==> src/assert_macros.svh <==
// assertion helpers included by the rtc_serial_command_engine rtl file
`ifndef ASSERT_MACROS_SVH
`define ASSERT_MACROS_SVH

// same-cycle implication, disabled during reset
`define ASSERT_IMPLIES(label, clk, rst, ante, cons) \
   label: assert property (@(posedge clk) disable iff (rst) (ante) |-> (cons)) \
      else $error("implication check failed");

// next-cycle implication, disabled during reset
`define ASSERT_NEXT(label, clk, rst, ante, cons) \
   label: assert property (@(posedge clk) disable iff (rst) (ante) |=> (cons)) \
      else $error("next-cycle check failed");

`endif

==> src/rsce_pkg.sv <==
package rsce_pkg;

   // item kinds
   localparam logic KindTick  = 1'b0;
   localparam logic KindStart = 1'b1;

   // command decoding
   localparam logic [15:0] CmdHighMask   = 16'hFF00;
   localparam logic [15:0] ExtReadFlag   = 16'h8000;
   localparam logic [7:0]  ShortReadFlag = 8'h80;

   // bit counts for the send and receive registers
   localparam logic [4:0] SendOneByte    = 5'd8;
   localparam logic [4:0] SendTwoBytes   = 5'd16;
   localparam logic [4:0] SendThreeBytes = 5'd24;
   localparam logic [3:0] ReceiveBits    = 4'd8;

   typedef struct packed {
      logic        kind;
      logic [15:0] command;
      logic [7:0]  write_byte;
      logic        data_in;
   } item_type;

   typedef struct packed {
      logic       clock_line;
      logic       data_out;
      logic       data_drive;
      logic       enable_n;
      logic       busy_res;
      logic       done_res;
      logic [7:0] read_byte;
      logic       was_read;
   } result_type;

   typedef struct packed {
      logic        active;
      logic        half_phase;
      logic [23:0] send_shift;
      logic [4:0]  send_left;
      logic [7:0]  receive_shift;
      logic [3:0]  receive_left;
      logic        read_mode;
   } link_state_type;

   typedef struct packed {
      link_state_type next_state;
      result_type     result;
      logic           emit;
   } step_type;

endpackage

==> src/rtc_serial_command_engine.sv <==
// Three-wire serial clock-chip link master stepped by half-bit tick words.
// A start word (ignored and answered with no word while a command runs) loads
// one or two command bytes and, for a write, the data byte; a read then clocks
// in eight bits. Every word passes an input register and one combinational
// step into the result register, so one word is taken per cycle unless the
// outputs stall; a result stays on the outputs until it is taken at an edge
// where rsp_ready is high; while a result waits the step stalls and the
// input register holds one more word.
`include "assert_macros.svh"

module rtc_serial_command_engine (
   input  logic        clock,
   input  logic        reset,
   input  logic        req_valid,
   output logic        req_ready,
   input  logic        req_kind,
   input  logic [15:0] req_command,
   input  logic [7:0]  req_write_byte,
   input  logic        req_data_in,
   output logic        rsp_valid,
   input  logic        rsp_ready,
   output logic        rsp_clock_line,
   output logic        rsp_data_out,
   output logic        rsp_data_drive,
   output logic        rsp_enable_n,
   output logic        rsp_busy_res,
   output logic        rsp_done_res,
   output logic [7:0]  rsp_read_byte,
   output logic        rsp_was_read
);
   import rsce_pkg::*;

   item_type       item_ff;
   logic           item_valid_ff;
   logic           item_valid_in;
   link_state_type state_ff;
   result_type     result_ff;
   logic           rsp_valid_ff;
   logic           rsp_valid_in;
   step_type       step;
   logic           advance;
   logic           req_take;

   rsce_step u_step (
      .item (item_ff),
      .cur  (state_ff),
      .step (step)
   );

   // handshake control
   assign advance   = item_valid_ff && (!rsp_valid_ff || rsp_ready);
   assign req_ready = !item_valid_ff || advance;
   assign req_take  = req_valid && req_ready;

   always_comb begin
      item_valid_in = item_valid_ff;
      if (req_take) begin
         item_valid_in = 1'b1;
      end else if (advance) begin
         item_valid_in = 1'b0;
      end
   end

   always_comb begin
      rsp_valid_in = rsp_valid_ff;
      if (rsp_ready) begin
         rsp_valid_in = 1'b0;
      end
      if (advance && step.emit) begin
         rsp_valid_in = 1'b1;
      end
   end

   // control registers
   always_ff @(posedge clock) begin
      if (reset) begin
         item_valid_ff <= 1'b0;
         rsp_valid_ff  <= 1'b0;
         state_ff      <= '0;
      end else begin
         item_valid_ff <= item_valid_in;
         rsp_valid_ff  <= rsp_valid_in;
         if (advance) begin
            state_ff <= step.next_state;
         end
      end
   end

   // payload registers
   always_ff @(posedge clock) begin
      if (req_take) begin
         item_ff <= '{kind: req_kind, command: req_command,
                      write_byte: req_write_byte, data_in: req_data_in};
      end
      if (advance && step.emit) begin
         result_ff <= step.result;
      end
   end

   assign rsp_valid      = rsp_valid_ff;
   assign rsp_clock_line = result_ff.clock_line;
   assign rsp_data_out   = result_ff.data_out;
   assign rsp_data_drive = result_ff.data_drive;
   assign rsp_enable_n   = result_ff.enable_n;
   assign rsp_busy_res   = result_ff.busy_res;
   assign rsp_done_res   = result_ff.done_res;
   assign rsp_read_byte  = result_ff.read_byte;
   assign rsp_was_read   = result_ff.was_read;

   // idle link holds no pending bits
   `ASSERT_IMPLIES(a_idle_counts_clear, clock, reset, !state_ff.active,
      (state_ff.send_left == 5'd0) && (state_ff.receive_left == 4'd0))
   // half phase only inside a command
   `ASSERT_IMPLIES(a_phase_needs_active, clock, reset, state_ff.half_phase,
      state_ff.active)
   // receive bits only for reads
   `ASSERT_IMPLIES(a_receive_only_read, clock, reset, !state_ff.read_mode,
      state_ff.receive_left == 4'd0)
   // a done word always releases the link
   `ASSERT_IMPLIES(a_done_releases, clock, reset, rsp_valid_ff && result_ff.done_res,
      result_ff.enable_n && !result_ff.busy_res)

endmodule

==> src/rsce_step.sv <==
module rsce_step (
   input  rsce_pkg::item_type       item,
   input  rsce_pkg::link_state_type cur,
   output rsce_pkg::step_type       step
);
   import rsce_pkg::*;

   logic send_bit;
   logic rd_ext;
   logic rd_short;

   assign send_bit = cur.send_shift[23];
   assign rd_ext   = (item.command & ExtReadFlag) != 16'h0000;
   assign rd_short = (item.command[7:0] & ShortReadFlag) != 8'h00;

   // one tick of the link sequencer
   always_comb begin
      step.next_state = cur;
      step.emit       = 1'b1;
      step.result     = '{clock_line: 1'b1, data_out: 1'b0, data_drive: 1'b1,
                          enable_n: 1'b1, busy_res: 1'b0, done_res: 1'b0,
                          read_byte: 8'h00, was_read: 1'b0};
      if (item.kind == KindStart) begin
         if (cur.active) begin
            // start while busy is dropped without a word
            step.emit = 1'b0;
         end else begin
            if ((item.command & CmdHighMask) != 16'h0000) begin
               step.next_state.send_shift = {item.command[15:8], item.command[7:0],
                                             rd_ext ? 8'h00 : item.write_byte};
               step.next_state.send_left  = rd_ext ? SendTwoBytes : SendThreeBytes;
               step.next_state.read_mode  = rd_ext;
            end else begin
               step.next_state.send_shift = {item.command[7:0],
                                             rd_short ? 8'h00 : item.write_byte, 8'h00};
               step.next_state.send_left  = rd_short ? SendOneByte : SendTwoBytes;
               step.next_state.read_mode  = rd_short;
            end
            step.next_state.receive_shift = 8'h00;
            step.next_state.receive_left  =
               step.next_state.read_mode ? ReceiveBits : 4'd0;
            step.next_state.half_phase    = 1'b0;
            step.next_state.active        = 1'b1;
            step.result.enable_n = 1'b0;
            step.result.busy_res = 1'b1;
         end
      end else if (!cur.active) begin
         // idle lines, defaults apply
         step.result.enable_n = 1'b1;
      end else if (cur.send_left != 5'd0) begin
         // shift out, msb first
         step.result.data_out = send_bit;
         step.result.enable_n = 1'b0;
         step.result.busy_res = 1'b1;
         if (!cur.half_phase) begin
            step.next_state.half_phase = 1'b1;
            step.result.clock_line     = 1'b0;
         end else begin
            step.next_state.half_phase = 1'b0;
            step.next_state.send_shift = {cur.send_shift[22:0], 1'b0};
            step.next_state.send_left  = cur.send_left - 5'd1;
         end
      end else if (cur.receive_left != 4'd0) begin
         // shift in, sampled on the clock-high tick
         step.result.data_drive = 1'b0;
         step.result.enable_n   = 1'b0;
         step.result.busy_res   = 1'b1;
         if (!cur.half_phase) begin
            step.next_state.half_phase = 1'b1;
            step.result.clock_line     = 1'b0;
         end else begin
            step.next_state.half_phase    = 1'b0;
            step.next_state.receive_shift = {cur.receive_shift[6:0], item.data_in};
            step.next_state.receive_left  = cur.receive_left - 4'd1;
         end
      end else begin
         // final tick releases enable and reports
         step.next_state.active     = 1'b0;
         step.next_state.half_phase = 1'b0;
         step.result.done_res  = 1'b1;
         step.result.read_byte = cur.read_mode ? cur.receive_shift : 8'h00;
         step.result.was_read  = cur.read_mode;
      end
   end

endmodule
==> config.mk <==
export PLATFORM = sky130hd
export DESIGN_NAME = rtc_serial_command_engine
export DESIGN_NICKNAME = d
export VERILOG_FILES = /design/src/rsce_pkg.sv /design/src/rtc_serial_command_engine.sv /design/src/rsce_step.sv
export VERILOG_INCLUDE_DIRS = /design/src /design/src/src
export SDC_FILE = /design/constraint.sdc
export NUM_CORES = 1
export LEC_CHECK = 0
export BUFFER_PORTS_ARGS = -buffer_cell sky130_fd_sc_hd__buf_2
export CAP_MARGIN = 5
export CORE_ASPECT_RATIO = 0.9
export CORE_MARGIN = 2
export CORE_UTILIZATION = 62
export CTS_CLUSTER_SIZE = 30
export DETAILED_ROUTE_END_ITERATION = 10
export PLACE_DENSITY = 0.84
export SYNTH_ARGS = -nofsm -noshare
export SYNTH_HDL_FRONTEND = slang
export SYNTH_SLANG_ARGS = --single-unit
==> constraint.sdc <==
create_clock -name clock -period 3.41 [get_ports clock]
set_clock_uncertainty 0.2 [all_clocks]
set_input_delay 0.1705 -clock clock [delete_from_list [all_inputs] [get_ports clock]]
set_output_delay 0.1705 -clock clock [all_outputs]
set_load 0.05 [all_outputs]
==> results.md, run 1 <==
* Status: complete, no violations
* Iteration count of the initial detailed-routing pass at 5
* Crit path time final at 2.55 ns
* TritonCTS clock tree: yes
* Synth top area cells: edfxtp_1 31%, dfxtp_1 23%, a21oi_1 5.5%
* Post-CTS setup buffer count at 0
* Sequential standard cell area at 2150 um^2
* Dominant synthesized flop cell: dfxtp_1
* Pwr Total at 2.04 mW
* Crit Path Max Fanout at 14
* H-tree Lvls at 3
* Die height at 80.4 um
* Most common cell in the netlist: dfxtp_1
* WL final at 8.99 mm
* CP endpoint kind: flip-flop
* RSZ-0062 raised after global routing: false
* CTS Buf Count at 9
* Syn Std Cell Area at 4020 um^2
* Detail-routed via count per cell at 6.14
* Initial antenna violation count at 0
* Root Driver: clkbuf_8
* First-pass GRT wire length at 14.3 mm
* Vias in the first global route at 2974
* Sequential share of the synthesized area at 0.535
* Syn_nets at 395
* IO Port Bufs at 46
* WP data arrival at 2.64 ns
* Worst R2R Setup Slack at 0.86 ns
* Critical path class: flip-flop to flip-flop
* Final Setup Violations at 0
* Worst vdd ir at 0.000296 V
* Hold WC Path Type: input pin to flip-flop
* Initial drt markers at 247
* Count of different cell masters after synthesis at 55
* Core area at 6180 um^2
* Ant diodes at 0
* Fillers at 384
* Area grow syn2layout at 17.5%
* Avg Cell Area, Syn at 11.2 um^2
* Global Route Usage Sum at 0.266
* DRC Markers at 0
* Final HPWL DP at 5.64 mm
* #FFs+latches synth at 87
* Synth Instances at 358
* Core Rows at 27
* Yosys top cell by area: edfxtp_1
* Routed via count at 3169
* PwrDens at 431 nW/um^2
* Detail Route Antenna Nets at 0
* Slew Viols, Final at 0
* Top-area cell type share of the netlist area at 0.306
* Final Cell Area at 4730 um^2
* Max_slew headroom at 0.477
* I/O pin count at 47
* Die area at 7150 um^2
* Die width at 88.9 um
* Largest net degree at the start of global routing at 46
* Number of synthesized flops with an enable pin at 41
* Post-Route Utilization at 0.765
* Async SR Flop Fraction at 0
* Commonest cells in the netlist: 46 x dfxtp_1, 44 x a21oi_1, 41 x edfxtp_1, 27 x nand2_1, 15 x a22oi_1
* WP data required at 3.50 ns
* Worst-path clk slew at 0.08 ns
* Final Hold Violating Endpoints at 0
* Starting density of the core at 0.651
* Worst slew pin tran at 0.784 ns
* Multi-input gate area at 1660 um^2
* Clock net sink count at 87
* Layout cell share with drive strength beyond 1 at 0.259
* Synthesis Warnings at 0
* Final #Nets at 461
* Period utilization at 0.747
* Peak Freq at 0.393 GHz
* WL per Instance at 17.4 um
* Clk_lat worst skew at 0.36 ns
* Clock Path Buffers at 2
* GRT Residual Overflow at 0
* DP Area at 4260 um^2
* Fin Setup TNS at 0 ns
* Final Wtd Congestion at 0.877
* P_leak at 1.60 nW
* Startpoint types: flip-flop
* Maximum Capacitance Violations at 0
==> power by group <==
| part | leakage (nW) | internal [mW] | switching [mW] |
|---|---|---|---|
| Clock | 0.0893 | 0.285 | 0.359 |
| Combinational | 0.748 | 0.0886 | 0.142 |
| Sequential | 0.760 | 1.13 | 0.0290 |
==> state kept, by name, summed over array words and instances, names as in the netlist <==
name	flops
rsp_done_res	1
rsp_data_drive	1
rsp_was_read	1
rsp_read_byte	8
rsp_enable_n	1
item_valid_ff	1
rsp_data_out	1
rsp_busy_res	1
state_ff	44
rsp_clock_line	1
item_ff	26
rsp_valid	1
==> routing by layer <==
metal	global-route usage	up-vias	routed length, um
met4	0.108	0	191
met5	0	-	0
met2	0.440	131	4480
met3	0.0658	19	567
met1	0.330	1532	3750
li1	-	1487	-
==> metrics by stage <==
step	hold slack (ns)	cells	setup slack (ns)
final	0.0208	516	0.863
after global routing	0.0926	516	0.737
after detailed placement	0.149	471	0.921
after global placement	0.147	471	0.962
after CTS	0.0136	516	0.885
after floorplan	0.0694	358	0.974
==> area by class of cell <==
type,count,share of cell area
clock buffer,11,0.0299
tap,87,0.0230
clock inverter,5,0.00741
sequential,87,0.455
inverter,9,0.00714
timing repair buffer,83,0.125
multi-input combinational,234,0.352
==> critical path, stage by stage (launching register included) <==
cell      delay, ns
edfxtp_1       0.64
inv_1          0.16
ha_1           0.22
nand2b_1       0.16
a211o_1        0.42
or4_1          0.52
a21oi_1        0.15
==> worst paths after layout <==
path / cells past startpoint / from / endpoint
worst max-delay path: 6 / item_ff[25]$_DFFE_PP_ / state_ff[2]$_SDFFE_PP0P_
worst min-delay path: 4 / rsp_ready / item_valid_ff$_SDFFE_PP0P_
worst max register to register: 6 / item_ff[25]$_DFFE_PP_ / state_ff[2]$_SDFFE_PP0P_
worst min register to register: 2 / state_ff[12]$_SDFFE_PP0P_ / state_ff[12]$_SDFFE_PP0P_
==> cells in the final DEF, fill, tap and decap left out, types with 10 or more instances in the layout <==
cell type and n:
buf_2 46, dfxtp_1 46, a21oi_1 44, edfxtp_1 41, dlygate4sd3_1 29, nand2_1 27
a22oi_1 15, o21ai_0 14, nand3_1 13, a311oi_2 12, nand4_1 11, and2_1 10
clkbuf_8 10
==> logic make-up (layout without fill, tap and decap cells) <==
kind of cell,after synthesis,count (layout),synth area share
AOI/OAI and AO/OA,115,115,0.219
and+or+nand+nor,103,103,0.148
DFF,87,87,0.535
buffers and inverters,37,108,0.0513
muxes,9,9,0.0249
adders and majority gates,7,7,0.0218
==> timing repair <==
| action | in CTS | in global routing |
|---|---|---|
| hold endpoints to repair | 28 | 0 |
| hold buffers | 29 | 0 |
| gates resized for setup | 0 | 0 |
Power figures use the tool's default switching activity.
==> run 2: changes to the inputs <==
--- a/config.mk
+++ b/config.mk
@@ -10,10 +10,10 @@
 export CAP_MARGIN = 5
 export CORE_ASPECT_RATIO = 0.9
 export CORE_MARGIN = 2
-export CORE_UTILIZATION = 62
+export CORE_UTILIZATION = 52
 export CTS_CLUSTER_SIZE = 30
 export DETAILED_ROUTE_END_ITERATION = 10
-export PLACE_DENSITY = 0.84
+export PLACE_DENSITY = 0.75
 export SYNTH_ARGS = -nofsm -noshare
 export SYNTH_HDL_FRONTEND = slang
 export SYNTH_SLANG_ARGS = --single-unit
==> constraint.sdc (replaced) <==
create_clock -name clock -period 2.3 [get_ports clock]
set_clock_uncertainty 0.2 [all_clocks]
set_input_delay 0.115 -clock clock [delete_from_list [all_inputs] [get_ports clock]]
set_output_delay 0.115 -clock clock [all_outputs]
set_load 0.05 [all_outputs]
==> results.md, run 2 (same netlist as run 1, synthesis figures left out) <==
* CP endpoint kind: flip-flop
* Initial drt markers at 286
* Detail Route Antenna Nets at 0
* Sequential standard cell area at 2150 um^2
* Worst slew pin tran at 0.762 ns
* Sw power at 0.787 mW
* Clock net sink count at 87
* I/O pin count at 47
* GR Util met1 at 0.269
* WL final at 8.89 mm
* H-tree Lvls at 3
* Slew Viols, Final at 0
* Die area at 8460 um^2
* Maximum Capacitance Violations at 0
* Reg2reg end: state_ff[37]$_SDFFE_PP0P_
* CTS Buf Count at 9
* IO Port Bufs at 46
* Met2 Track Usage GR at 0.373
* Final Wtd Congestion at 0.805
* Grt met3 use at 0.0538
* Logic gate share of total power at 0.113
* Core Rows at 30
* Max_slew headroom at 0.491
* Most Crowded Layer GR: met2
* Worst-path clk slew at 0.08 ns
* First-pass GRT wire length at 14.5 mm
* Reg power frac at 0.531
* CP Cell Sequence: inv_1 -> ha_1 -> or4b_4 -> a21oi_4 -> nor2_4 -> a311oi_2
* Int Power at 2.44 mW
* Status: complete, no violations
* Dpl ws at 0.0958 ns
* Iteration count of the initial detailed-routing pass at 4
* Routed via count at 3102
* Fillers at 591
* Layout cell share with drive strength beyond 1 at 0.278
* GRT Residual Overflow at 0
* WP data required at 2.30 ns
* Fin Setup TNS at 0 ns
* Global Route Usage Sum at 0.216
* Clk_lat worst skew at 0.35 ns
* Worst vdd ir at 0.000701 V
* DRC Markers at 0
* Hold WC Path Type: input pin to flip-flop
* Crit path time final at 2.14 ns
* Die width at 96.7 um
* Period utilization at 0.930
* Clk network pwr share at 0.355
* Critical-path top delay cell: nor2_4
* R2R Path Start: state_ff[13]$_SDFFE_PP0P_
* Final #Nets at 474
* Min-delay src: req_command[4]
* Max reg flops at 44
* Worst R2R Setup Slack at 0.16 ns
* PwrDens at 660 nW/um^2
* TritonCTS clock tree: yes
* Final Setup Violations at 0
* Largest net degree at the start of global routing at 28
* Vias in the first global route at 2989
* Crit path max-delay family: simple AND/OR/NAND/NOR gates
* Worst R2R Path Depth at 6
* Switching part of the total power at 0.244
* Root Driver: clkbuf_8
* Biggest register: state_ff
* Final HPWL DP at 5.73 mm
* Peak Freq at 0.467 GHz
* Multi-input gate area at 1670 um^2
* Core area at 7510 um^2
* RSZ-0062 raised after global routing: false
* Die height at 87.4 um
* Final Hold Violating Endpoints at 0
* Max incr delay on CP at 0.60 ns
* Startpoint types: flip-flop
* WHS Endpoint: item_ff[13]$_DFFE_PP_
* WL per Instance at 16.5 um
* P_leak at 1.68 nW
* Setup WS post-layout at 0.161 ns
* Critical path class: flip-flop to flip-flop
* Hold path cells at 2
* Starting density of the core at 0.536
* Area grow syn2layout at 21.7%
* Detail-routed via count per cell at 5.77
* Initial antenna violation count at 0
* Ant diodes at 0
* CP Buf/Inv Count at 1
* Clock Path Buffers at 2
* Worst Setup SP: state_ff[13]$_SDFFE_PP0P_
* Crit Path Max Fanout at 23
* Most frequent cells in the layout: 46 x buf_2, 46 x dfxtp_1, 44 x a21oi_1, 41 x edfxtp_1, 30 x dlygate4sd3_1
* WP data arrival at 2.14 ns
## run 2: worst max path at each step
| stage | endpoint | cells past startpoint |
|---|---|---|
| 2_1_floorplan | item_ff[0]$_DFFE_PP_ | 3 |
| 3_3_place_gp | state_ff[40]$_SDFFE_PP0P_ | 6 |
| 3_5_place_dp | state_ff[40]$_SDFFE_PP0P_ | 6 |
| 4_1_cts | state_ff[40]$_SDFFE_PP0P_ | 6 |
| 5_1_grt | rsp_read_byte[1]$_SDFFCE_PP0P_ | 6 |
| 6_report | state_ff[37]$_SDFFE_PP0P_ | 6 |
## run 2: power by group through the flow
stage / clock network [mW] / registers (mW) / logic, mW
6_report: 1.15 / 1.72 / 0.366
3_5_place_dp: 0 / 1.75 / 0.320
3_3_place_gp: 0 / 1.75 / 0.311
5_1_grt: 1.23 / 1.72 / 0.395
2_1_floorplan: 0 / 1.79 / 0.187
4_1_cts: 1.17 / 1.72 / 0.360
## run 2: per-stage QoR
step | hold slack [ns] | util | std cells | area (um^2) | total power [mW]
detailed placement | 0.0931 | 0.582 | 491 | 4370 | 2.07
CTS | 0.256 | 0.651 | 537 | 4880 | 3.25
global route | 0.260 | 0.652 | 538 | 4900 | 3.35
floorplan | 0.0139 | - | 358 | 4020 | 1.97
finish | 0.269 | 0.652 | 538 | 4900 | 3.23
global placement | 0.0911 | 0.582 | 491 | 4370 | 2.06
## run 2: layout make-up
type / instances / area share
well taps: 96 / 0.0245
repair buffers: 96 / 0.144
flip-flops and latches: 87 / 0.439
clock buffers: 11 / 0.0268
multi-input cells: 234 / 0.341
clock inverters: 5 / 0.0169
inverters: 9 / 0.00690
## run 2: per-layer routing
metal	up-vias	share of wire
li1	1525	-
met1	1468	0.44
met2	98	0.50
met3	11	0.050
met4	0	0.012
met5	-	0
## run 2: timing repair
item,in CTS,in global routing
hold endpoints to repair,29,0
gates resized for setup,0,1
setup buffers,0,1
setup endpoints to repair,0,8
hold buffers,30,0
==> run 3: changes to the inputs <==
--- a/config.mk
+++ b/config.mk
@@ -14,6 +14,7 @@
 export CTS_CLUSTER_SIZE = 30
 export DETAILED_ROUTE_END_ITERATION = 10
 export PLACE_DENSITY = 0.75
+export REMOVE_ABC_BUFFERS = 1
 export SYNTH_ARGS = -nofsm -noshare
 export SYNTH_HDL_FRONTEND = slang
 export SYNTH_SLANG_ARGS = --single-unit
==> results.md, run 3 (same netlist as run 1, synthesis figures left out) <==
* Max_slew headroom at 0.511
* Crit Path Max Fanout at 11
* P_leak at 1.67 nW
* DRC Markers at 0
* GRT Residual Overflow at 0
* CTS Buf Count at 9
* DP Area at 4400 um^2
* Detail Route Antenna Nets at 0
* Slew Viols, Final at 0
* Core area at 7510 um^2
* Final Wtd Congestion at 0.824
* Worst R2R Path Depth at 6
* Non-Filler Instances at 541
* Hold path cells at 2
* Clk_lat worst skew at 0.36 ns
* Die width at 96.7 um
* Maximum Capacitance Violations at 0
* Status: complete, no violations
* Reg2reg end: state_ff[36]$_SDFFE_PP0P_
* RSZ-0062 raised after global routing: false
* Hold WC Path Type: input pin to flip-flop
* Core Rows at 30
* WP data required at 2.38 ns
* Clock net sink count at 87
* Final HPWL DP at 5.57 mm
* IO Port Bufs at 46
* Starting density of the core at 0.536
* Final Hold Violating Endpoints at 0
* Worst R2R Setup Slack at 0.12 ns
* Max reg flops at 44
* Period utilization at 0.950
* Placed cells at 495
* R2R Path Start: state_ff[13]$_SDFFE_PP0P_
* H-tree Lvls at 3
* Final Cell Area at 4870 um^2
* Final Setup Violations at 0
* WL per Instance at 15.8 um
* Worst slew pin tran at 0.733 ns
* I/O pin count at 47
* Initial drt markers at 263
* Worst-path clk slew at 0.09 ns
* Detail-routed via count per cell at 5.75
* Iteration count of the initial detailed-routing pass at 4
* Ant diodes at 0
* Crit path time final at 2.18 ns
* Root Driver: clkbuf_8
* Final #Nets at 477
* Worst vdd ir at 0.000475 V
* WP data arrival at 2.26 ns
* Peak Freq at 0.458 GHz
* Biggest register: state_ff
* Most frequent cells in the layout: 46 x buf_2, 46 x dfxtp_1, 44 x a21oi_1, 41 x edfxtp_1, 29 x dlygate4sd3_1
* Critical path class: flip-flop to flip-flop
* Largest net degree at the start of global routing at 28
* Post-CTS setup buffer count at 0
* PwrDens at 621 nW/um^2
* Vias in the first global route at 2965
* First-pass GRT wire length at 14.3 mm
* Clock Path Buffers at 2
* WHS Endpoint: state_ff[7]$_SDFFE_PP0P_
* Startpoint types: flip-flop
* Initial antenna violation count at 0
* TritonCTS clock tree: yes
* Die area at 8460 um^2
* Routed via count at 3111
* Global Route Usage Sum at 0.209
* CP endpoint kind: flip-flop
* Min-delay src: reset
* Area grow syn2layout at 21.2%
* Die height at 87.4 um
* Layout cell share with drive strength beyond 1 at 0.288
* WL final at 8.54 mm
run 3: layout make-up:
type / instances / area [um^2]
flip-flops and latches: 87 / 2150
multi-input cells: 235 / 1680
well taps: 96 / 120
clock buffers: 10 / 128
inverters: 9 / 33.8
clock inverters: 6 / 45.0
fillers: 603 / 2630
repair buffers: 98 / 718
run 3: worst max-delay path by stage:
stage | startpoint | endpoint | slack, ns | depth (start not counted)
after floorplan | item_ff[25]$_DFFE_PP_ | state_ff[4]$_SDFFE_PP0P_ | -0.29 | 6
after global placement | state_ff[13]$_SDFFE_PP0P_ | state_ff[28]$_SDFFE_PP0P_ | 0.16 | 6
after detailed placement | state_ff[13]$_SDFFE_PP0P_ | state_ff[25]$_SDFFE_PP0P_ | 0.1 | 6
after CTS | state_ff[13]$_SDFFE_PP0P_ | state_ff[25]$_SDFFE_PP0P_ | 0.09 | 6
after global routing | state_ff[13]$_SDFFE_PP0P_ | state_ff[24]$_SDFFE_PP0P_ | 0.02 | 6
final | state_ff[13]$_SDFFE_PP0P_ | state_ff[36]$_SDFFE_PP0P_ | 0.12 | 6
run 3: worst max-delay path: stages, from the launching register on:
cell and delay, ns:
dfxtp_1 0.33, inv_1 0.08, ha_1 0.19, or4b_4 0.53, a21oi_4 0.31, nor2_2 0.23
a311oi_2 0.23
run 3: routing by layer:
metal / vias to the layer above / wire length [um] / global-route usage
met4: 0 / 74 / 0.0423
met5: - / 0 / 0
met1: 1488 / 3770 / 0.261
met3: 7 / 465 / 0.0570
met2: 93 / 4230 / 0.371
li1: 1523 / - / -
run 3: what timing repair did:
action | CTS | global route
hold buffers | 29 | 0
endpoints found under the setup margin | 0 | 7
gates resized for setup | 0 | 2
endpoints found under the hold margin | 28 | 0
run 3: power breakdown:
group / internal [mW] / total [mW] / leakage [nW] / switching [mW]
Sequential: 1.68 / 1.72 / 0.760 / 0.0367
Combinational: 0.150 / 0.366 / 0.826 / 0.216
Clock: 0.396 / 0.945 / 0.0789 / 0.550
Total: 2.23 / 3.03 / 1.67 / 0.802
run 3: metrics by stage:
stage / setup slack [ns] / TNS (ns) / hold WS [ns] / utilization / total power, mW
6_report: 0.116 / 0 / 0.0397 / 0.649 / 3.03
5_1_grt: 0.0206 / 0 / 0.0281 / 0.649 / 3.16
3_3_place_gp: 0.162 / 0 / 0.0910 / 0.586 / 2.07
2_1_floorplan: -0.290 / -5.91 / -0.0204 / - / 1.94
4_1_cts: 0.0860 / 0 / 0.0303 / 0.648 / 3.04
3_5_place_dp: 0.0965 / 0 / 0.0931 / 0.586 / 2.08
